File: config.mk
export PLATFORM = sky130hd
export DESIGN_NAME = crpe_fifo
export DESIGN_NICKNAME = d
export VERILOG_FILES = /design/src/design/crpe_fifo.sv
export SDC_FILE = /design/constraint.sdc
export NUM_CORES = 1
export LEC_CHECK = 0
export BUFFER_PORTS_ARGS = -buffer_cell sky130_fd_sc_hd__buf_4
export CORE_UTILIZATION = 52
export DETAILED_ROUTE_END_ITERATION = 6
export PLACE_DENSITY = 0.74
export SYNTH_ARGS = -nofsm -noshare
export SYNTH_HDL_FRONTEND = slang
export SYNTH_SLANG_ARGS = --single-unit
File: constraint.sdc
create_clock -name i_clk -period 3.7 [get_ports i_clk]
set_clock_uncertainty 0.05 [all_clocks]
set_input_delay 0.185 -clock i_clk [delete_from_list [all_inputs] [get_ports i_clk]]
set_output_delay 0.185 -clock i_clk [all_outputs]
set_load 0.005 [all_outputs]
File: src/design/crpe_fifo.sv
`timescale 1ns / 1ps
// small flop-based first-in first-out queue
module crpe_fifo #(
    parameter int WIDTH = 8,
    parameter int DEPTH = 4
) (
    input  logic             i_clk,
    input  logic             i_rst_n,
    input  logic             i_push,
    input  logic [WIDTH-1:0] i_data,
    output logic             o_full,
    input  logic             i_pop,
    output logic [WIDTH-1:0] o_data,
    output logic             o_empty
);
    localparam int PTR_W = (DEPTH > 1) ? $clog2(DEPTH) : 1;
    localparam int CNT_W = $clog2(DEPTH + 1);

    logic [WIDTH-1:0] r_mem [DEPTH];
    logic [PTR_W-1:0] r_wr_ptr, n_wr_ptr;
    logic [PTR_W-1:0] r_rd_ptr, n_rd_ptr;
    logic [CNT_W-1:0] r_count, n_count;
    logic             w_do_push, w_do_pop;

    assign o_full    = (r_count == CNT_W'(DEPTH));
    assign o_empty   = (r_count == '0);
    assign o_data    = r_mem[r_rd_ptr];
    assign w_do_push = i_push && !o_full;
    assign w_do_pop  = i_pop && !o_empty;

    always_comb begin
        n_wr_ptr = r_wr_ptr;
        n_rd_ptr = r_rd_ptr;
        n_count  = r_count;
        if (w_do_push) begin
            n_wr_ptr = (r_wr_ptr == PTR_W'(DEPTH - 1)) ? '0 : r_wr_ptr + 1'b1;
        end
        if (w_do_pop) begin
            n_rd_ptr = (r_rd_ptr == PTR_W'(DEPTH - 1)) ? '0 : r_rd_ptr + 1'b1;
        end
        if (w_do_push && !w_do_pop) begin
            n_count = r_count + 1'b1;
        end else if (w_do_pop && !w_do_push) begin
            n_count = r_count - 1'b1;
        end
    end

    always_ff @(posedge i_clk) begin
        if (!i_rst_n) begin
            r_wr_ptr <= '0;
            r_rd_ptr <= '0;
            r_count  <= '0;
        end else begin
            r_wr_ptr <= n_wr_ptr;
            r_rd_ptr <= n_rd_ptr;
            r_count  <= n_count;
        end
    end

    always_ff @(posedge i_clk) begin
        if (w_do_push) begin
            r_mem[r_wr_ptr] <= i_data;
        end
    end

endmodule

Word level (Yosys, flattened, before mapping)
Memory sizes are Yosys's and may differ from the RTL's. A register that Yosys moved wholly into a read port is not among the register bits.
Index checks and enable logic that the tools add are counted.
- register bits: 7
- memory bits (writable): 32
- input bits: 12
- word-level logic and storage cells: 29
- memories: 1
- memory list (memory ; depth ; bits a word ; read ports ; clocked after Yosys merged registers in ; write ports ; RTL line ; RTL):
    r_mem ; 4 ; 8 ; 1 ; 1 ; 1 ; 19 ; logic [WIDTH-1:0] r_mem [DEPTH];
- add/subtract/negate cells: 4
- equality and inequality tests: 3
- muxes and demuxes: 8
- reduce and logical (&&, ||, !) cells: 10
- operators by type and width (operator ; number):
    2-bit 2-to-1 mux ; 4
    3-bit 2-to-1 mux ; 2
    2-bit by 1-bit adder with 2-bit output (second input constant) ; 2
    2-bit == test (second input constant) ; 2
    1-bit logical AND ; 4
    1-bit logical NOT ; 4
    3-bit by 1-bit adder with 3-bit output (second input constant) ; 1
    3-bit == test (second input constant) ; 1
    3-bit logical NOT ; 1
    3-bit by 1-bit subtractor with 3-bit output (second input constant) ; 1
    1-bit 2-to-1 mux ; 2
    2-bit nonzero test ; 1

Depth between registers and ports, before layout
- depth in word-level cells: 7
- mapped depth: 9
- mapped depth without buffers: 8

Worst setup path before layout
OpenSTA, ideal clock, no wires.
- kind: register to register
- start: register r_count[0]
- end: register r_count[2]
- arrival time: 2017 ps
- data required time: 3574 ps
- path slack: 1557 ps
- stages on the path, launching flop included: 8
- buffers on the path: 0
- cells stage by stage: dfxtp_1 o31ai_1 ha_1 inv_1 fa_1 xor2_1 or3_1 a21boi_0
- longest elaborated chain between the ends: 6
- elaborated cells between the ends (all ways): 15
- classes of those cells: add/sub (2); eq/ne (1); mux (2); reduce/logical (10)
- RTL lines (what ; RTL line ; RTL):
    start: declaration ; 22 ; logic [CNT_W-1:0] r_count, n_count;
    start signal: assignment ; 56 ; r_count <= n_count;
    branches (longest 6 deep; another with 3-bit by 1-bit subtractor with 3-bit output) ; n/a ;
Several ways; the timed one is not identified. The select of a mux whose other input is x is not followed.
A chain may end at the register's enable or synchronous reset.

Final worst setup path
Ends and elaborated chain as after synthesis.

==> impl_metrics.ini <==
[layout]
layout.cells.non_filler = 157
drive_gt1_frac = 0.302
multi_input_area_um2 = 460
fin_nets = 144
diodes = 0
area_growth_pct = 20.2
ff_latch_area_mm2 = 0.00114
fillers = 212

[logic_synthesis]
synth-edff-count = 32
yosys_register_bits = 41
netlist.area_leader.share = 0.589
yosys_warnings = 0
ys_async_sr_fraction = 0
synth_commonest_cells = 32 x edfxtp_1, 9 x dfxtp_1, 8 x mux4_2, 6 x ha_1, 6 x nand2_1
ys.flop_type = edfxtp_1
yosysMostFrequentCell = edfxtp_1
avgSynthCellArea_um2 = 17.5
ys_seq_area_frac = 0.700
synth_top_cell_by_area = edfxtp_1
synth_area_leaders = edfxtp_1 59%, dfxtp_1 11%, mux4_2 11%
synth_cells = 93
syn_nets = 112
synth.distinct_cells = 23
syn_area_mm2 = 0.00163

[worst_setup_path]
critPathTopFamily = simple AND/OR/NAND/NOR gates
cp_num_buf_inv = 1
path_class = reg -> reg
crit_fanout = 7
path_cells = nor3b_2 -> nor2b_1 -> ha_1 -> inv_1 -> fa_1 -> xor2_1 -> or3_1 -> a21boi_0
cpMaxStageDelayCell = dfxtp_1
arrival_ns = 2.67
endpoint_kind = flip-flop
crit_path_start_kind = flip-flop
worstPathRequired_ns = 3.93
slowest_delay_ns = 0.47

[routing]
drc = 2
dr.pass1.iters = 6
vias = 851
avgViaCountPerCell = 5.42
first_iter_violations = 34
drt-total-wl_mm = 2.49
wl_per_cell_um = 15.9
ant_nets = 0

[timing]
min_period_over_period = 0.660
maxSlewViolCount = 0
hold_viol = 0
final.min_clock_period_ns = 2.44
rsz0062_at_grt = false
finalSetupViolations = 0
worst_slew_pin_slew_ns = 0.543
setup_tns_ns = 0
fmax_mhz = 410
relSlewSlack = 0.635

[die]
start_util = 0.571
core_mm2 = 0.00285
dieArea_mm2 = 0.00336
fp-row-count = 19
dieHeight_um = 58.0
ios = 22
die_w_um = 58.0

[clock_tree]
cts_tree = done
h-tree-depth = 2
cts_made_buffers = 5
cts_setup_buffers = 0
ctsLongestPathBuffers = 2
clk_pin_slew_worst_paths_ns = 0.12
cts-root-buf = clkbuf_4
clk-insertion-delay-late_ns = 0.34
cts.sinks = 41

[power_and_ir_drop]
leakage_uw = 0.000724
cellPowerDensity_mw_per_mm2 = 603
ir_worst_vdd_v = 0.000453

[place]
place.detailed.hpwl_mm = 1.77
io_buffers = 21
gp_congestion = 0.727
placedCellCount = 141

[global_routing]
antenna_found_initial = 0
grt_use_total = 0.175
overflow = 0
grt_pass1_wl_mm = 4.06
grt_max_degree = 13
grt_pass1_vias = 893

[status]
violations = DRC
outcome = finished with violations

[hold_path]
hp-class = in -> reg

[flow_run]
cap_viol_max_count = 0
==> flip-flops by register name (all words and copies together) (netlist names), named ones only <==
| register | flops |
|---|---|
| r_mem | 32 |
| r_count | 3 |
| r_rd_ptr | 2 |
| r_wr_ptr | 2 |
==> stage by stage <==
step	util	setup slack, ns	area [um^2]	total power [uW]	hold WS [ns]
3_3_place_gp	0.634	1.43	1810	933	0.336
6_report	0.687	1.26	1960	1180	0.0860
4_1_cts	0.687	1.26	1960	1190	0.0737
3_5_place_dp	0.634	1.29	1810	946	0.343
2_1_floorplan	-	1.56	1630	818	0.234
5_1_grt	0.687	1.10	1960	1250	0.0899
==> layer usage <==
metal | vias up | global-route usage | share of wire
li1 | 413 | - | -
met1 | 413 | 0.207 | 0.43
met2 | 20 | 0.296 | 0.52
met3 | 5 | 0.0469 | 0.037
met4 | 0 | 0.0918 | 0.019
met5 | - | 0 | 0
==> cells by family (layout without fill, tap and decap cells) <==
kind of cell             count (synthesis)  after routing  synth area share
buffers and inverters                    7             40            0.0176
adder cells (fa/ha/maj)                  7              7            0.0583
AO/OA/AOI/OAI                            5              5            0.0184
AND/OR/NAND/NOR                         20             20            0.0660
multiplexers                            11             11             0.129
flip-flops                              41             41             0.700
XOR/XNOR                                 2              2            0.0107
==> power breakdown <==
group | switching [uW] | internal, uW
sequential | 59.7 | 566
combinational | 122 | 189
clock | 135 | 110
==> final timing paths <==
kind / startpoint / slack [ns] / depth (start not counted) / end
min: i_rst_n / 0.09 / 2 / r_count[0]$_SDFFE_PN0P_
min reg2reg: r_wr_ptr[1]$_SDFFE_PN0P_ / 0.46 / 2 / r_wr_ptr[1]$_SDFFE_PN0P_
max: r_count[0]$_SDFFE_PN0P_ / 1.26 / 8 / r_count[2]$_SDFFE_PN0P_
max reg2reg: r_count[0]$_SDFFE_PN0P_ / 1.26 / 8 / r_count[2]$_SDFFE_PN0P_
==> cells in the final DEF, fill, tap and decap left out <==
cell           synthesis  final
nor3_1                 1      1
mux4_2                 8      8
edfxtp_1              32     32
a21boi_0               1      1
clkinv_2               0      1
inv_1                  3      3
clkbuf_4               0      5
nand3_1                2      2
nand2_1                6      6
clkbuf_8               0      2
or3_1                  1      1
dfxtp_1                9      9
nor3b_2                1      1
ha_1                   6      6
nor2_1                 2      2
and2_1                 5      5
fa_1                   1      1
mux2i_1                3      3
dlygate4sd3_1          0      8
xnor2_1                1      1
o31ai_1                1      1
nor2b_1                2      2
buf_4                  0     21
o21ai_0                3      3
xor2_1                 1      1
==> timing repair <==
| action | CTS | global route |
|---|---|---|
| resized for setup | 0 | 0 |
| endpoints found under the hold margin | 32 | 0 |
| hold buffers | 8 | 0 |
==> final cells by class <==
class | count | area share
timing repair buffer | 29 | 0.121
clock buffer | 7 | 0.0332
multi-input combinational | 45 | 0.235
tap | 31 | 0.0198
clock inverter | 1 | 0.00255
sequential | 41 | 0.582
inverter | 3 | 0.00575
Power figures use the tool's default switching activity.
