File: src/design/crpe_pkg.sv
`timescale 1ns / 1ps
// shared constants, types and field layout for the catmull-rom point evaluator
package crpe_pkg;

    // store and number formats
    localparam int MAX_POINTS_DEF = 256;
    localparam int FRAC_BITS      = 16;
    localparam int COORD_BITS     = 32;
    localparam int INDEX_W        = 8;
    localparam int SEG_W          = 8;
    localparam int CNT_W          = 9;
    localparam int LIM_W          = 32;

    // point store banking, index modulo four
    localparam int NUM_BANKS  = 4;
    localparam int BANK_SEL_W = 2;
    localparam int BADDR_W    = INDEX_W - BANK_SEL_W;

    localparam int NUM_TERMS = 4;
    localparam int NUM_AXES  = 3;

    // input tdata layout, lowest bit first
    localparam int IDX_LSB    = 0;
    localparam int X_LSB      = IDX_LSB + INDEX_W;
    localparam int Y_LSB      = X_LSB + COORD_BITS;
    localparam int Z_LSB      = Y_LSB + COORD_BITS;
    localparam int SEG_LSB    = Z_LSB + COORD_BITS;
    localparam int FRAC_LSB   = SEG_LSB + SEG_W;
    localparam int IN_FIELD_W = FRAC_LSB + 16;
    localparam int IN_TDATA_W = ((IN_FIELD_W + 7) / 8) * 8;
    localparam int OUT_TDATA_W = ((NUM_AXES * COORD_BITS + 7) / 8) * 8;

    // datapath widths
    localparam int V_W    = FRAC_BITS + 1;
    localparam int UU_W   = 2 * FRAC_BITS;
    localparam int UV_W   = UU_W + 1;
    localparam int VV_W   = 2 * V_W;
    localparam int U3_W   = 3 * FRAC_BITS;
    localparam int W0M_W  = VV_W + FRAC_BITS;
    localparam int W3M_W  = UU_W + V_W;
    localparam int W_W    = 3 * FRAC_BITS + 3;
    localparam int WL_W   = (W_W - 1) / 2;
    localparam int WH_W   = W_W - WL_W;
    localparam int PP_W   = WH_W + COORD_BITS;
    localparam int ACC_W  = W_W + COORD_BITS + 2;
    localparam int SHIFT  = 3 * FRAC_BITS + 1;
    localparam int SH_W   = ACC_W - SHIFT;

    localparam logic [V_W-1:0]   S_VAL  = V_W'(1) << FRAC_BITS;
    localparam logic [W_W-1:0]   TWO_S3 = W_W'(2) << (3 * FRAC_BITS);
    localparam logic [ACC_W-1:0] RND    = ACC_W'(1) << (3 * FRAC_BITS);

    localparam logic [COORD_BITS-1:0] SAT_MAX = {1'b0, {(COORD_BITS - 1){1'b1}}};
    localparam logic [COORD_BITS-1:0] SAT_MIN = {1'b1, {(COORD_BITS - 1){1'b0}}};

    // queues
    localparam int CMD_Q_DEPTH = 4;
    localparam int RES_Q_DEPTH = 16;
    localparam int CREDIT_W    = $clog2(RES_Q_DEPTH + 1);

    typedef enum logic {
        CMD_WRITE = 1'b0,
        CMD_EVAL  = 1'b1
    } t_cmd_kind;

    typedef enum logic {
        ST_OK           = 1'b0,
        ST_OUT_OF_RANGE = 1'b1
    } t_status;

    typedef struct packed {
        logic signed [COORD_BITS-1:0] z;
        logic signed [COORD_BITS-1:0] y;
        logic signed [COORD_BITS-1:0] x;
    } t_point;

    typedef struct packed {
        t_cmd_kind                             kind;
        logic                                  oor;
        logic [BANK_SEL_W-1:0]                 wr_bank;
        logic [BADDR_W-1:0]                    wr_addr;
        logic [NUM_BANKS-1:0][BADDR_W-1:0]     rd_addr;
        logic [BANK_SEL_W-1:0]                 rot;
        logic [FRAC_BITS-1:0]                  frac;
        t_point                                pt;
    } t_cmd;

    typedef struct packed {
        t_status status;
        t_point  pt;
    } t_res;

endpackage

File: src/design/crpe_front.sv
`timescale 1ns / 1ps
// request intake: point count register, range check and bank address decode
module crpe_front #(
    parameter int MAX_POINTS = crpe_pkg::MAX_POINTS_DEF
) (
    input  logic                              i_clk,
    input  logic                              i_rst_n,
    input  logic                              i_cfg_wr_en,
    input  logic [crpe_pkg::CNT_W-1:0]        i_cfg_wr_data,
    input  logic                              i_tvalid,
    output logic                              o_tready,
    input  logic [crpe_pkg::IN_TDATA_W-1:0]   i_tdata,
    input  logic                              i_tuser,
    input  logic                              i_q_full,
    output logic                              o_push,
    output crpe_pkg::t_cmd                    o_cmd
);
    import crpe_pkg::*;

    logic [CNT_W-1:0]   r_point_count;
    logic [INDEX_W-1:0] w_idx;
    logic [SEG_W-1:0]   w_seg;
    logic [LIM_W-1:0]   w_limit;
    logic               w_drop;
    logic               w_accept;
    t_cmd_kind          w_kind;

    always_ff @(posedge i_clk) begin
        if (!i_rst_n) begin
            r_point_count <= '0;
        end else if (i_cfg_wr_en) begin
            r_point_count <= i_cfg_wr_data;
        end
    end

    assign o_tready = !i_q_full;
    assign w_accept = i_tvalid && o_tready;
    assign w_kind   = t_cmd_kind'(i_tuser);
    assign w_idx    = i_tdata[IDX_LSB +: INDEX_W];
    assign w_seg    = i_tdata[SEG_LSB +: SEG_W];

    // usable points are capped by the store size
    assign w_limit = (LIM_W'(r_point_count) >= LIM_W'(MAX_POINTS))
                   ? LIM_W'(MAX_POINTS) : LIM_W'(r_point_count);
    // writes past the store are dropped here
    assign w_drop  = (LIM_W'(w_idx) >= LIM_W'(MAX_POINTS));

    always_comb begin
        o_cmd.kind    = w_kind;
        o_cmd.oor     = ((LIM_W'(w_seg) + LIM_W'(3)) >= w_limit);
        o_cmd.wr_bank = w_idx[BANK_SEL_W-1:0];
        o_cmd.wr_addr = w_idx[INDEX_W-1:BANK_SEL_W];
        o_cmd.rot     = w_seg[BANK_SEL_W-1:0];
        o_cmd.frac    = i_tdata[FRAC_LSB +: FRAC_BITS];
        o_cmd.pt.x    = i_tdata[X_LSB +: COORD_BITS];
        o_cmd.pt.y    = i_tdata[Y_LSB +: COORD_BITS];
        o_cmd.pt.z    = i_tdata[Z_LSB +: COORD_BITS];
        // banks below the start bank hold points of the next row
        for (int b = 0; b < NUM_BANKS; b++) begin
            o_cmd.rd_addr[b] = w_seg[SEG_W-1:BANK_SEL_W]
                             + BADDR_W'(BANK_SEL_W'(b) < w_seg[BANK_SEL_W-1:0]);
        end
    end

    always_comb begin
        case (w_kind)
            CMD_WRITE: o_push = w_accept && !w_drop;
            CMD_EVAL:  o_push = w_accept;
            default:   o_push = 1'b0;
        endcase
    end

endmodule

File: config.mk
export PLATFORM = sky130hd
export DESIGN_NAME = crpe_front
export DESIGN_NICKNAME = d
export VERILOG_FILES = /design/src/design/crpe_pkg.sv /design/src/design/crpe_front.sv
export SDC_FILE = /design/constraint.sdc
export NUM_CORES = 1
export LEC_CHECK = 0
export BUFFER_PORTS_ARGS = -buffer_cell sky130_fd_sc_hd__buf_4
export CORE_AREA = 2 2 112 114
export DETAILED_ROUTE_END_ITERATION = 10
export DIE_AREA = 0 0 114 116
export SETUP_SLACK_MARGIN = 0.5
export SKIP_LAST_GASP = 1
export SLEW_MARGIN = 20
export SYNTH_ARGS = -nofsm -noshare
export SYNTH_HDL_FRONTEND = slang
export SYNTH_SLANG_ARGS = --single-unit
File: constraint.sdc
create_clock -name i_clk -period 2.7 [get_ports i_clk]
set_clock_uncertainty 0.15 [all_clocks]
set_input_delay 0.405 -clock i_clk [delete_from_list [all_inputs] [get_ports i_clk]]
set_output_delay 0.405 -clock i_clk [all_outputs]
set_load 0.01 [all_outputs]
Word level (Yosys, flattened, before mapping):

Index checks and enable logic that the tools add are counted.

* magnitude comparators: 6
* div/mod/pow operators: 0
* multiplexer cells: 1
* shift operators: 0
* reductions and logical operators: 2
* add/subtract/negate cells: 5
* multipliers: 0
* bitwise operators: 0
* equality and inequality tests: 0

Operators by type and width (count)
* $add A6 B1 Y6: 4
* $add A8 B2 Y9 const B: 1
* $ge A9 B9 Y1: 1
* $ge A9 B9 Y1 const B: 1
* $mux W9: 1
* $lt A1 B2 Y1 const A: 2
* $lt A2 B2 Y1 const A: 2
* $logic_and A1 B1 Y1: 1
* $logic_not A1 Y1: 1

* bits in registers: 9
* bits in latches: 0
* memory bits (read-only): 0
* memories kept: 0
* bits in writable memories: 0
* input bits: 143

Longest topological paths before layout:

* depth after elaboration: 3
* mapped depth: 9

Worst setup path before layout:

Ideal clock, no wire load.

* kind: input to output
* start: input i_tdata[104] (netlist name)
* end: output o_cmd[146] (netlist name)
* data arrival time: 1.814 ns
* path buffers: 0
* path slack: 0.331 ns
* cell stages on the path: 9
* path through: inv_1 > ha_1 > nor2b_1 > nand4_1 > xnor2_1 > ha_1 > a21oi_1 > o21ai_0 > a211o_1

RTL lines
* start, declared: line crpe_front.sv:12 `input logic [crpe_pkg::IN_TDATA_W-1:0] i_tdata,`
* end, declared: line crpe_front.sv:16 `output crpe_pkg::t_cmd o_cmd`

==> impl_metrics.json <==
{
  "die_y_um": 116,
  "synth_top_family_by_area": "buffers and inverters",
  "peakVddDrop_v": 0.000417,
  "io_buffers": 50,
  "startpoint_type": "input port",
  "worstMarginPinSlew_ns": 0.210,
  "grt_pass1_vias": 1170,
  "first_pass_iters": 2,
  "tns_ns": 0,
  "synth-seq-cells": 9,
  "critical-path-max-stage-delay_ns": 0.31,
  "dp_hpwl_um": 5260,
  "worstHoldPathCells": 3,
  "num_vias": 1127,
  "wl_um": 5900,
  "cp.arrival_ns": 1.98,
  "crit_buf_inv": 3,
  "antenna_found_initial": 0,
  "period_share_pct": 93.9,
  "synth.net_count": 408,
  "finalCriticalPeriod_ns": 2.54,
  "p_leak_uw": 0.000788,
  "rrSetupSlack_ns": 1.94,
  "rsz0062_at_grt": "true",
  "min_path_type": "in -> reg",
  "cts_root_buf": "clkbuf_16",
  "status": "completed",
  "syn_area_mm2": 0.00197,
  "wl_per_cell_um": 18.6,
  "num_rows": 40,
  "powerDensity_mw_per_mm2": 368,
  "hold_end": "r_point_count[1]",
  "grt_max_degree": 13,
  "yosysWarnings": 0,
  "die-width_um": 114,
  "regMostFlops": "r_point_count",
  "ys.flop_type": "dfxtp_1",
  "ios": 293,
  "ctsHtreeMaxLevel": 1,
  "reg_top3": "r_point_count (9)",
  "ys_seq_area_share_pct": 9.16,
  "clock_path_buffers": 2,
  "synth-xor-area-share_pct": 8.02,
  "synth-compound-area-share_pct": 2.61,
  "crit_path_top_delay_cell": "ha_1",
  "async_flop_share_pct": 0,
  "fin_util_pct": 15.0,
  "worst_slack_ns": 0.163,
  "grt_pass1_wl_um": 7710,
  "area_growth_pct": -9.22,
  "hold_viol_final": 0,
  "finalSetupViolations": 0,
  "critPathMaxFanout": 3,
  "track_usage_pct": 7.98,
  "syn_area_per_cell_um2": 8.00,
  "insertion_delay_ns": 0.23,
  "worst_hold_slack_ns": 0.283,
  "initial_utilization_pct": 16.5,
  "yosys.area_share.simple_pct": 10.6,
  "cts_tree": "yes",
  "cts.sinks": 9,
  "slew_viol_final": 0,
  "path_cells": "buf_12, inv_12, ha_4, nor2b_4, nand4_1, xnor2_1, ha_1, a21oi_2, o21ai_1, a211o_1, buf_6",
  "netlist-cell-type-count": 25,
  "cp-end-kind": "output port",
  "drive_above_1_share_pct": 44.4,
  "slew_headroom_pct": 85.9,
  "diodes": 0,
  "nets": 334,
  "antenna_left": 0,
  "cp_data_required_time_ns": 2.14,
  "syn_inst": 246,
  "max_freq_mhz": 394,
  "core_area_mm2": 0.0119,
  "reg2regPathDepth": 2,
  "hp-start": "i_cfg_wr_data[1]",
  "worstReg2RegStart": "r_point_count[8]",
  "dp_slack_ns": 0.0276,
  "die-area_mm2": 0.0132,
  "largest_reg_flops": 9,
  "numCtsBuffers": 3,
  "via_per_inst": 3.54,
  "crit_family": "adder cells",
  "clkTransAtPathRegs_ns": 0.04,
  "synthAdderAreaFrac_pct": 12.1,
  "synth_edf_count": 0,
  "synthMuxAreaShare_pct": 4.58,
  "worstReg2RegEnd": "r_point_count[8]",
  "detail_route.iter0.violations": 30,
  "maxCapViolations": 0,
  "drc": 0,
  "critical_path_class": "in -> out",
  "grt_overflow": 0,
  "gp_congestion": 0.668
}
## layer usage
metal,up-vias,track usage [%],wire length [um]
met2,120,15.5,3210
met1,479,4.80,1160
met3,30,6.90,1220
met4,0,4.23,313
met5,-,0,0
li1,498,-,-
## cells by family (layout without fill, tap and decap cells)
group,after synthesis,after routing
buffers and inverters,143,68
AND/OR/NAND/NOR,40,40
adder cells (fa/ha/maj),19,19
XOR/XNOR,18,18
multiplexers,9,9
flip-flops,9,9
AO/OA/AOI/OAI,8,8
## worst max-delay path by stage
stage | from | endpoint | slack, ns | cells past startpoint
finish | i_tdata[105] | o_cmd[146] | 0.16 | 11
global route | i_tdata[105] | o_cmd[146] | 0.07 | 11
CTS | i_tdata[105] | o_cmd[146] | 0.16 | 11
detailed placement | i_tdata[105] | o_cmd[146] | 0.03 | 11
global placement | i_tdata[105] | o_cmd[146] | 0.08 | 11
floorplan | i_tdata[105] | o_cmd[146] | 0.44 | 9
## power breakdown
part,internal [uW],leakage [uW],switching [uW]
Sequential,142,0.0000743,4.35
Clock,197,0.0000382,59.2
Combinational,138,0.000675,118
## final cells by class
type / count / area [um2]
Fill cell: 1365 / 10100
Multi-Input combinational cell: 94 / 842
Timing Repair Buffer: 56 / 453
Tap cell: 147 / 184
Sequential cell: 9 / 180
Clock buffer: 4 / 78.8
Inverter: 8 / 47.5
## layout by cell type (no fill, tap or decap), types with 2 or more instances in the layout
cell type	instances
buf_6	2
clkbuf_16	3
nor2b_1	11
inv_1	5
a21oi_2	2
ha_1	14
ha_4	3
ha_2	2
nand4_1	2
dfxtp_1	9
nand3_1	6
buf_12	2
nand2_1	12
xor2_1	4
buf_4	52
nor2_1	2
xnor2_1	13
mux2i_1	9
## synthesized netlist by cell type (2+ instances only)
cell	number	area, um2
a21oi_1	4	20.0
buf_4	132	991
dfxtp_1	9	180
ha_1	19	238
inv_1	7	26.3
mux2i_1	9	90.1
nand2_1	13	48.8
nand2b_1	2	12.5
nand3_1	6	30.0
nand4_1	2	12.5
nor2_1	2	7.51
nor2b_1	12	75.1
xnor2_1	14	123
xor2_1	4	35.0
## worst min-delay path, stage by stage
cell     delay [ns]
buf_4          0.08
mux2i_1        0.05
nor2b_1        0.09
## stage by stage
stage	instance area [um2]	instances	power (uW)
5_1_grt	1790	318	699
6_report	1790	318	658
3_5_place_dp	1590	310	380
2_1_floorplan	2030	246	470
3_3_place_gp	1590	310	375
4_1_cts	1750	318	659
## what timing repair did
item,in CTS,in global routing
buffers inserted,4,0
gates resized for setup,10,9
pin swaps,9,6
setup endpoints to repair,1,3
hold buffers,0,0
gates cloned,0,0
(Power assumes the default switching activity.)
